## src/rtl/lbf_pkg.sv

```systemverilog
`default_nettype none

package lbf_pkg;

	localparam int MAX_RADIUS  = 15;
	localparam int WIN_DEPTH   = 2 * MAX_RADIUS + 1;
	localparam int PIX_W       = 8;
	localparam int RAD_W       = 4;
	localparam int TAP_W       = $clog2(WIN_DEPTH);
	localparam int CNT_W       = 5;
	localparam int SUM_W       = 13;
	localparam int RECIP_SHIFT = 21;
	localparam int RECIP_W     = RECIP_SHIFT + 1;
	localparam int PROD_W      = SUM_W + RECIP_W;

	// Shift or preload command for the window cells.
	typedef struct packed {
		logic             shift;
		logic             load;
		logic [PIX_W-1:0] pix;
	} win_ctl_t;

	// Rounded-up 2^21 / (2r + 1). With sums below 2^13 the product shifted right
	// by 21 bits is the exact truncated quotient.
	function automatic logic [RECIP_W-1:0] recip(input logic [RAD_W-1:0] r);
		logic [RECIP_W-1:0] m;
		case (r)
			4'd1:    m = RECIP_W'(699051);
			4'd2:    m = RECIP_W'(419431);
			4'd3:    m = RECIP_W'(299594);
			4'd4:    m = RECIP_W'(233017);
			4'd5:    m = RECIP_W'(190651);
			4'd6:    m = RECIP_W'(161320);
			4'd7:    m = RECIP_W'(139811);
			4'd8:    m = RECIP_W'(123362);
			4'd9:    m = RECIP_W'(110377);
			4'd10:   m = RECIP_W'(99865);
			4'd11:   m = RECIP_W'(91181);
			4'd12:   m = RECIP_W'(83887);
			4'd13:   m = RECIP_W'(77673);
			4'd14:   m = RECIP_W'(72316);
			4'd15:   m = RECIP_W'(67651);
			default: m = RECIP_W'(2097152);
		endcase
		return m;
	endfunction

endpackage

`default_nettype wire

```

## src/rtl/lbf_cell.sv

```systemverilog
`default_nettype none

module lbf_cell import lbf_pkg::*; (
	input  logic             clk,
	input  win_ctl_t         ctl,
	input  logic [PIX_W-1:0] prev,
	output logic [PIX_W-1:0] data
);

	logic [PIX_W-1:0] data_q;

	always_ff @(posedge clk) begin
		if (ctl.load) begin
			data_q <= ctl.pix;
		end else if (ctl.shift) begin
			data_q <= prev;
		end
	end

	assign data = data_q;

endmodule

`default_nettype wire

```

## src/rtl/lbf_window.sv

```systemverilog
`default_nettype none

module lbf_window import lbf_pkg::*; (
	input  logic             clk,
	input  win_ctl_t         ctl,
	input  logic [TAP_W-1:0] tap_sel,
	output logic [PIX_W-1:0] tail
);

	logic [PIX_W-1:0] cell_data [WIN_DEPTH];

	for (genvar i = 0; i < WIN_DEPTH; i++) begin : g_cell
		if (i == 0) begin : g_head
			lbf_cell u_cell (
				.clk  (clk),
				.ctl  (ctl),
				.prev (ctl.pix),
				.data (cell_data[i])
			);
		end else begin : g_body
			lbf_cell u_cell (
				.clk  (clk),
				.ctl  (ctl),
				.prev (cell_data[i-1]),
				.data (cell_data[i])
			);
		end
	end

	// The oldest sample of the active window sits in cell 2r.
	assign tail = cell_data[tap_sel];

endmodule

`default_nettype wire

```

## src/rtl/lbf_div.sv

```systemverilog
`default_nettype none

module lbf_div import lbf_pkg::*; (
	input  logic             clk,
	input  logic             en,
	input  logic [SUM_W-1:0] sum,
	input  logic [RAD_W-1:0] radius,
	output logic [PIX_W-1:0] quot
);

	logic [PROD_W-1:0] prod_s2;

	always_ff @(posedge clk) begin
		if (en) begin
			prod_s2 <= PROD_W'(sum) * PROD_W'(recip(radius));
		end
	end

	assign quot = prod_s2[RECIP_SHIFT +: PIX_W];

endmodule

`default_nettype wire

```

## src/rtl/line_box_filter.sv

```systemverilog
// Streaming 1-D box filter over one line of 8-bit pixels with replicated borders.
// Slave side: one pixel per beat in s_tdata, s_tlast on the final pixel of a line.
// Master side: one window mean per beat in m_tdata; m_tuser marks the last result
// caused by an input beat, m_tlast the final result of the line.
// cfg_we/cfg_wdata set the radius r (0..15, window 2r+1); a write starts a new line.
// Throughput: one pixel per cycle while s_tready is high. The result for position p
// follows the beat of pixel p+r; a line of n pixels gives n results. After the last
// pixel the window cell chain makes r more shifts to flush the line end, during
// which s_tready is low.
// Pipeline: window/sum update, reciprocal multiply, then the output register that
// drives m_tvalid; a result passes through them in that order.
// Reset clears the pipeline, sets the radius to 1 and starts a new line.
// When m_tready is low the output beat holds; the stages behind it keep filling
// their empty slots and, outside a flush, s_tready drops only when every slot holds a result.
`default_nettype none

module line_box_filter import lbf_pkg::*; (
	input  logic             clk,
	input  logic             arst_n,
	input  logic             s_tvalid,
	output logic             s_tready,
	input  logic [7:0]       s_tdata,   // [7:0] pixel
	input  logic             s_tlast,
	output logic             m_tvalid,
	input  logic             m_tready,
	output logic [7:0]       m_tdata,   // [7:0] filtered
	output logic             m_tuser,   // [0] run_last
	output logic             m_tlast,
	input  logic             cfg_we,
	input  logic [RAD_W-1:0] cfg_wdata
);

	logic [RAD_W-1:0] radius_q;
	logic [CNT_W-1:0] cnt_q;
	logic             flush_q;
	logic [RAD_W-1:0] rem_q;
	logic [PIX_W-1:0] last_pix_q;

	logic [SUM_W-1:0] sum_s1;
	logic             v_s1, run_last_s1, line_end_s1;
	logic             v_s2, run_last_s2, line_end_s2;

	logic             m_tvalid_q, m_tuser_q, m_tlast_q;
	logic [PIX_W-1:0] m_tdata_q;

	logic             out_en, s2_en, s1_en, step, start;
	logic [PIX_W-1:0] pix, tail, quot;
	logic [CNT_W-1:0] cnt_inc, r_plus, cnt_sat, cnt_next;
	logic             emit, flush_end, run_last_d, line_end_d;
	logic [SUM_W-1:0] sum_next;
	win_ctl_t         win_ctl;

	assign out_en = !m_tvalid_q || m_tready;
	assign s2_en  = !v_s2 || out_en;
	assign s1_en  = !v_s1 || s2_en;

	assign s_tready = s1_en && !flush_q;
	assign step     = s1_en && (flush_q || s_tvalid);
	assign start    = !flush_q && (cnt_q == '0);
	assign pix      = flush_q ? last_pix_q : s_tdata[PIX_W-1:0];

	assign cnt_inc   = cnt_q + CNT_W'(1);
	assign r_plus    = CNT_W'(radius_q) + CNT_W'(1);
	assign emit      = cnt_inc >= r_plus;
	assign cnt_sat   = emit ? r_plus : cnt_inc;
	assign flush_end = flush_q && (rem_q == RAD_W'(1));

	// A new line preloads the whole window with its first pixel.
	always_comb begin
		if (start) begin
			sum_next = SUM_W'({radius_q, 1'b1}) * SUM_W'(pix);
		end else begin
			sum_next = sum_s1 + SUM_W'(pix) - SUM_W'(tail);
		end
	end

	// Flags and line position that one step leaves behind.
	always_comb begin
		run_last_d = 1'b0;
		line_end_d = 1'b0;
		cnt_next   = cnt_sat;
		if (flush_q) begin
			run_last_d = flush_end;
			line_end_d = flush_end;
			if (flush_end) begin
				cnt_next = '0;
			end
		end else if (s_tlast) begin
			if (radius_q == '0) begin
				run_last_d = 1'b1;
				line_end_d = 1'b1;
				cnt_next   = '0;
			end
		end else begin
			run_last_d = emit;
		end
	end

	always_comb begin
		win_ctl.shift = step && !start;
		win_ctl.load  = step && start;
		win_ctl.pix   = pix;
	end

	lbf_window u_window (
		.clk     (clk),
		.ctl     (win_ctl),
		.tap_sel ({radius_q, 1'b0}),
		.tail    (tail)
	);

	lbf_div u_div (
		.clk    (clk),
		.en     (s2_en),
		.sum    (sum_s1),
		.radius (radius_q),
		.quot   (quot)
	);

	always_ff @(posedge clk) begin
		if (step) begin
			sum_s1 <= sum_next;
			if (!flush_q) begin
				last_pix_q <= pix;
			end
		end
	end

	always_ff @(posedge clk or negedge arst_n) begin
		if (!arst_n) begin
			radius_q    <= RAD_W'(1);
			cnt_q       <= '0;
			flush_q     <= 1'b0;
			rem_q       <= '0;
			v_s1        <= 1'b0;
			run_last_s1 <= 1'b0;
			line_end_s1 <= 1'b0;
		end else begin
			if (s1_en) begin
				v_s1        <= step && emit;
				run_last_s1 <= step && run_last_d;
				line_end_s1 <= step && line_end_d;
			end
			if (cfg_we) begin
				radius_q <= cfg_wdata;
				cnt_q    <= '0;
			end else if (step) begin
				cnt_q <= cnt_next;
			end
			if (step) begin
				if (flush_q) begin
					rem_q <= rem_q - RAD_W'(1);
					if (flush_end) begin
						flush_q <= 1'b0;
					end
				end else if (s_tlast && (radius_q != '0)) begin
					flush_q <= 1'b1;
					rem_q   <= radius_q;
				end
			end
		end
	end

	always_ff @(posedge clk or negedge arst_n) begin
		if (!arst_n) begin
			v_s2        <= 1'b0;
			run_last_s2 <= 1'b0;
			line_end_s2 <= 1'b0;
			m_tvalid_q  <= 1'b0;
		end else begin
			if (s2_en) begin
				v_s2        <= v_s1;
				run_last_s2 <= run_last_s1;
				line_end_s2 <= line_end_s1;
			end
			if (out_en) begin
				m_tvalid_q <= v_s2;
			end
		end
	end

	always_ff @(posedge clk) begin
		if (out_en) begin
			m_tdata_q <= quot;
			m_tuser_q <= run_last_s2;
			m_tlast_q <= line_end_s2;
		end
	end

	assign m_tvalid = m_tvalid_q;
	assign m_tdata  = m_tdata_q;
	assign m_tuser  = m_tuser_q;
	assign m_tlast  = m_tlast_q;

endmodule

`default_nettype wire

```

## config.mk

```make
export PLATFORM = sky130hd
export DESIGN_NAME = line_box_filter
export DESIGN_NICKNAME = d
export VERILOG_FILES = /design/src/rtl/lbf_pkg.sv /design/src/rtl/lbf_cell.sv /design/src/rtl/lbf_window.sv /design/src/rtl/lbf_div.sv /design/src/rtl/line_box_filter.sv
export SDC_FILE = /design/constraint.sdc
export NUM_CORES = 1
export LEC_CHECK = 0
export BUFFER_PORTS_ARGS = -buffer_cell sky130_fd_sc_hd__buf_2
export CAP_MARGIN = 0
export CORE_UTILIZATION = 62
export DETAILED_ROUTE_END_ITERATION = 8
export PLACE_DENSITY = 0.82
export SYNTH_ARGS = -nofsm -noshare
export SYNTH_HDL_FRONTEND = slang
export SYNTH_SLANG_ARGS = --single-unit
```

## constraint.sdc

```tcl
create_clock -name clk -period 11 [get_ports clk]
set_input_delay 1.1 -clock clk [delete_from_list [all_inputs] [get_ports clk]]
set_output_delay 1.1 -clock clk [all_outputs]
set_load 0.1 [all_outputs]
```

==> flow_summary.yaml, run 1 <==
run_status:
  status: "complete, no violations"
grt:
  grt_usage: 0.271
  grt-ovfl-total: 0
  grt_pass1_vias: 15656
  grt_antenna_before_repair: 0
  grt_start_max_net_pins: 249
  grt_pass1_wl_mm: 80.9
yosys:
  syn_avg_cell_area_sq_um: 11.2
  synth-async-reset-ratio: 0.0682
  synth_top_area_share: 0.376
  yosysUniqueCellTypes: 60
  ys_top_cells_by_area: "edfxtp_1 (38%), fa_1 (20%), o21a_1 (8.2%)"
  synth_nets: 2399
  yosysSeqAreaShare: 0.399
  synthFlopType: "edfxtp_1"
  syn_inst: 2049
  synth_area_sq_um: 22900
  synth_commonest_cells: "inv_1 (296), edfxtp_1 (287), o21a_1 (250), fa_1 (224), nand2_1 (224)"
  synth_most_common_cell: "inv_1"
  ys_ff_latch: 308
  synth_edf_count: 287
  ys_warn_count: 0
  yosysTopAreaCell: "edfxtp_1"
setup_path:
  path_max_fanout: 20
  critPathLaunchType: "flop"
  worstSetupPathType: "flop to flop"
  arrival_ns: 8.46
  worst_setup_path_end_kind: "flop"
  critPathRequiredTime_ns: 11.32
timing:
  final.min_clock_period_ns: 8.14
  worst_slew_pin_slew_ns: 1.16
  fin_crit_sh: 0.740
  final_max_slew_viol_count: 0
  finClkSkew_ns: 0.0141
  setup_viol: 0
  hold_viol: 0
  maxSlewHeadroom: 0.226
  rsz0062_at_grt: "false"
  max_clock_freq_mhz: 123
  tns_ns: 0
cts:
  root_buffer: "clkbuf_16"
  cts_buffer_depth: 3
  post-cts-setup-buffer-count: 0
  cts_buffers: 31
  worstSkewPairLatency_ns: 0.57
  post_cts_resized: 0
  htree_levels: 1
  cts_hold_buffers: 0
  cts_tree: "yes"
  clk_pin_slew_ns: 0.07
  clkSinkCount: 308
floorplanning:
  core_sq_um: 36400
  initial_utilization: 0.628
  io_pins: 30
  die_height_um: 194
  die_x_um: 194
  die_area_sq_um: 37700
  placementRows: 70
place:
  portBuffers: 29
  placed_cells: 2451
  dpl-instance-area_sq_um: 23400
  place_congestion: 0.936
  hpwl_mm: 34.3
detailed_routing:
  wl_per_cell_um: 19.8
  route.met3.wl_mm: 3.93
  vias: 15241
  drt_iter0_drc: 1431
  first_pass_iters: 9
  wirelength_mm: 49.7
  drtAntennaViolNets: 0
  met2_length_mm: 23.6
  wl_met1_mm: 20.9
  top_layer_used: "met4"
  drc: 0
  viasPerCell: 6.07
layout:
  fillers: 2642
  seq_area_sq_um: 9150
  diodes: 0
  area_growth_pct: 6.20
  instances_no_fill: 2509
  fin_nets: 2366
  fin_util: 0.667
  multi_input_area_sq_um: 12200
  final_design_area_no_fill_sq_um: 24300
  drive_gt1_frac: 0.0681
min_path:
  min_path_type: "flop to flop"
job:
  maxCapViolCount: 0
-- through the flow --
stage                     setup slack (ns)  hold WS [ns]
after floorplan                       3.12         0.400
after CTS                             2.94         0.426
after global placement                3.19         0.401
after detailed placement              2.99         0.410
final                                 2.86         0.426
after global routing                  2.44         0.433
-- metal layers --
| metal | GRT usage | vias to the layer above |
|---|---|---|
| met5 | 0 | - |
| met2 | 0.446 | 644 |
| met3 | 0.0384 | 114 |
| li1 | - | 6852 |
| met4 | 0.0788 | 0 |
| met1 | 0.379 | 7631 |
-- area by class of cell --
class	instances	area share
Clock buffer	38	0.0334
Timing Repair Buffer	52	0.0136
Sequential cell	308	0.376
Tap cell	468	0.0241
Clock inverter	20	0.00592
Multi-Input combinational cell	1323	0.500
Inverter	300	0.0466
-- cells by family after synthesis --
kind of cell	synth area share
buffers and inverters	0.0699
multiplexers	0.0370
AO/OA/AOI/OAI	0.135
flip-flops	0.399
adder cells (fa/ha/maj)	0.255
XOR/XNOR	0.0145
AND/OR/NAND/NOR	0.0894
-- registers in the layout (all words and copies together) (netlist names), 4 cells and up --
register                            count
u_window.g_cell.g_body.u_cell.data    240
sum_s1                                 13
last_pix_q                              8
m_tdata                                 8
u_div.prod_s2                           8
u_window.g_cell.g_head.u_cell.data      8
cnt_q                                   5
radius_q                                4
rem_q                                   4
-- final timing paths --
| check | startpoint | endpoint | slack, ns | cells past startpoint |
|---|---|---|---|---|
| min reg2reg | u_div.prod_s2[21] | m_tdata[0] | 0.43 | 0 |
| min | u_div.prod_s2[21] | m_tdata[0] | 0.43 | 0 |
| min in group asynchronous | arst_n | line_end_s2 | 0.49 | 1 |
| max in group asynchronous | arst_n | radius_q[1] | 10.14 | 1 |
| max reg2reg | radius_q[0] | u_div.prod_s2[27] | 2.86 | 21 |
| max | radius_q[0] | u_div.prod_s2[27] | 2.86 | 21 |
-- layout by cell type (no fill, tap or decap), types with 8 or more instances in the layout --
| cell | instances |
|---|---|
| xor2_1 | 12 |
| buf_2 | 29 |
| clkbuf_16 | 31 |
| nor2_1 | 76 |
| mux2i_1 | 43 |
| a211oi_1 | 9 |
| and2_1 | 63 |
| o21ai_0 | 39 |
| and3_1 | 11 |
| edfxtp_1 | 287 |
| inv_1 | 295 |
| clkinv_1 | 8 |
| mux4_2 | 17 |
| ha_1 | 108 |
| xnor2_1 | 26 |
| nand2_1 | 224 |
| fa_1 | 224 |
| buf_4 | 22 |
| a21o_1 | 13 |
| dfrtp_1 | 17 |
| nor3_1 | 24 |
| o221ai_1 | 16 |
| o211ai_1 | 10 |
| a21oi_1 | 51 |
| nand2b_1 | 9 |
| nand3_1 | 20 |
| o21a_1 | 250 |
| o22ai_1 | 14 |
-- worst max-delay path, stage by stage (launching register included) --
cell      delay, ns
dfstp_4        0.82
clkinv_1       0.50
ha_1           0.60
a211oi_1       0.12
a21oi_1        0.88
nand2_1        0.21
fa_1           0.51
fa_1           0.55
inv_1          0.06
fa_1           0.44
fa_1           0.53
inv_1          0.05
fa_1           0.47
inv_1          0.04
ha_1           0.34
a211oi_1       0.26
o21ai_0        0.13
a211oi_1       0.54
o22ai_1        0.18
or3_4          0.44
a21oi_2        0.15
xnor2_1        0.07
Power of run 1 is not shown: default switching activity piles up to over one toggle a cycle in this logic, so the estimate is an artifact.
==> inputs of run 2 (changes only) <==
Settings changed: CORE_UTILIZATION 62 to 59, PLACE_DENSITY 0.82 to 0.81.
Clock period 11 ns to 7.2 ns, I/O delays scaled along.
==> run 2 against run 1 <==
  * Critical path depth up 2
  * Hold slack worse by 0.29 ns
  * Flip-flop and latch count unchanged
  * Clock skew up 0.0031 ns
  * Utilization down 1.9 points
  * Cell count up 2.6%
  * Routed wire length up 2.7%
  * Register-to-register slack worse by 2.5 ns
  * Non-clock buffer count up 24
  * Count of clock-buffer cells in the layout up 2
  * Critical path type unchanged
  * Critical endpoint unchanged
  * Highest routed layer unchanged
==> flow_summary.yaml, run 2 (synthesized netlist as in run 1, its figures left out) <==
detailed_routing:
  top_layer_used: "met4"
  vias: 15282
  drc: 0
  first_pass_iters: 5
  viasPerCell: 5.93
  wl_per_cell_um: 19.8
  drtAntennaViolNets: 0
  drt_iter0_drc: 1391
  wirelength_mm: 51.1
  route.met3.wl_mm: 4.31
  met2_length_mm: 23.7
  wl_met1_mm: 21.2
layout:
  layout_common_cells: "inv_1 (295), edfxtp_1 (287), o21a_1 (250)"
  fin_nets: 2390
  multi_input_area_sq_um: 12200
  area_growth_pct: 7.45
  final_design_area_no_fill_sq_um: 24600
  seq_area_sq_um: 9150
  final_common_cell: "inv_1"
  fillers: 2854
  fin_util: 0.649
  diodes: 0
  largest_reg_flops: 240
  drive_gt1_frac: 0.0804
place:
  hpwl_mm: 36.6
  portBuffers: 29
  place_congestion: 0.967
  dpl-instance-area_sq_um: 23600
  post-place-ws_ns: 0.266
timing:
  fin_ws_ns: 0.367
  final_max_slew_viol_count: 0
  maxSlewHeadroom: 0.221
  max_clock_freq_mhz: 146
  hold_viol: 0
  setup_viol: 0
  rsz0062_at_grt: "false"
  tns_ns: 0
  worst_slew_pin_slew_ns: 1.16
  final.min_clock_period_ns: 6.83
  fin_crit_sh: 0.949
  finClkSkew_ns: 0.0173
grt:
  grt_pass1_wl_mm: 83.2
  grt_pass1_vias: 15777
  grt_antenna_before_repair: 0
  grt_usage: 0.271
  grt_start_max_net_pins: 95
  grt-ovfl-total: 0
floorplanning:
  core_sq_um: 37900
  die_height_um: 199
  die_x_um: 199
  io_pins: 30
  die_area_sq_um: 39600
  initial_utilization: 0.604
  placementRows: 71
job:
  maxCapViolCount: 0
setup_path:
  critPathLaunchType: "flop"
  worst-r2r-cell-count: 23
  cpMaxStageDelayCell: "dfstp_4"
  regToRegStartpoint: "radius_q[0]"
  worst_setup_path_end_kind: "flop"
  crit_path_frequent_cell: "fa_1"
  critical_path.top_delay_family: "adder cells"
  path_max_fanout: 13
  cpPeakStageDelay_ns: 0.61
  critPathRequiredTime_ns: 7.52
  r2r_slack_ns: 0.37
  timing.rr.end: "u_div.prod_s2[27]"
  crit_buf_inv: 5
  worstSetupPathType: "flop to flop"
  crit_chain: "clkinv_2 > ha_1 > and2b_1 > nor3_1 > a31oi_2 > and2_1 > fa_1 > inv_1 > fa_1 > inv_1 > fa_1 > inv_1 > fa_1 > fa_1 > inv_1 > ha_1 > a21oi_1 > o21ai_0 > a211oi_1 > o22ai_1 > or3_4 > a21oi_2 > xnor2_1"
  arrival_ns: 7.15
  crit_start: "radius_q[0]"
cts:
  cts_buffer_depth: 3
  cts_buffers: 31
  clk_pin_slew_ns: 0.07
  htree_levels: 1
  worstSkewPairLatency_ns: 0.57
  clkSinkCount: 308
  root_buffer: "clkbuf_16"
  post-cts-setup-buffer-count: 0
  cts_tree: "yes"
  cts_hold_buffers: 0
run_status:
  status: "complete, no violations"
min_path:
  min_path_type: "input port to async pin"
==> run 2: cell types whose count changed in the layout (fill, tap and decap cells not counted), sizes merged <==
cell      delta
inv          -3
clkbuf       +2
buf         +24
clkinvlp     -1
bufinv       +1
==> run 2: how the worst max path moves through the flow <==
stage | to | slack, ns | depth (start not counted)
after global routing | u_div.prod_s2[28] | 0.02 | 22
final | u_div.prod_s2[27] | 0.37 | 23
after floorplan | u_div.prod_s2[27] | 0.23 | 27
after CTS | u_div.prod_s2[27] | 0.26 | 23
after global placement | u_div.prod_s2[27] | 0.43 | 22
after detailed placement | u_div.prod_s2[27] | 0.27 | 23
==> run 2: cell type report <==
| type | instances | share of cell area |
|---|---|---|
| Clock buffer | 40 | 0.0349 |
| Clock inverter | 17 | 0.00590 |
| Inverter | 300 | 0.0460 |
| Multi-Input combinational cell | 1323 | 0.494 |
| Sequential cell | 308 | 0.372 |
| Tap cell | 511 | 0.0260 |
| Timing Repair Buffer | 76 | 0.0207 |
==> run 2: per-stage QoR <==
step                hold slack, ns  std cells
detailed placement           0.416       2518
global placement             0.408       2518
global route                 0.160       2575
CTS                          0.124       2575
floorplan                    0.400       2049
finish                       0.135       2575
==> run 2: layer usage <==
layer,up-vias,GRT usage
met2,620,0.428
met3,130,0.0599
li1,6888,-
met4,0,0.102
met5,-,0
met1,7644,0.369
==> run 2: repair_timing <==
action | 4_1_cts | 5_1_grt
setup endpoints to repair | 0 | 4
resized for setup | 0 | 1
endpoints found under the hold margin | 0 | 0
Power of run 2 is left out for the same reason.
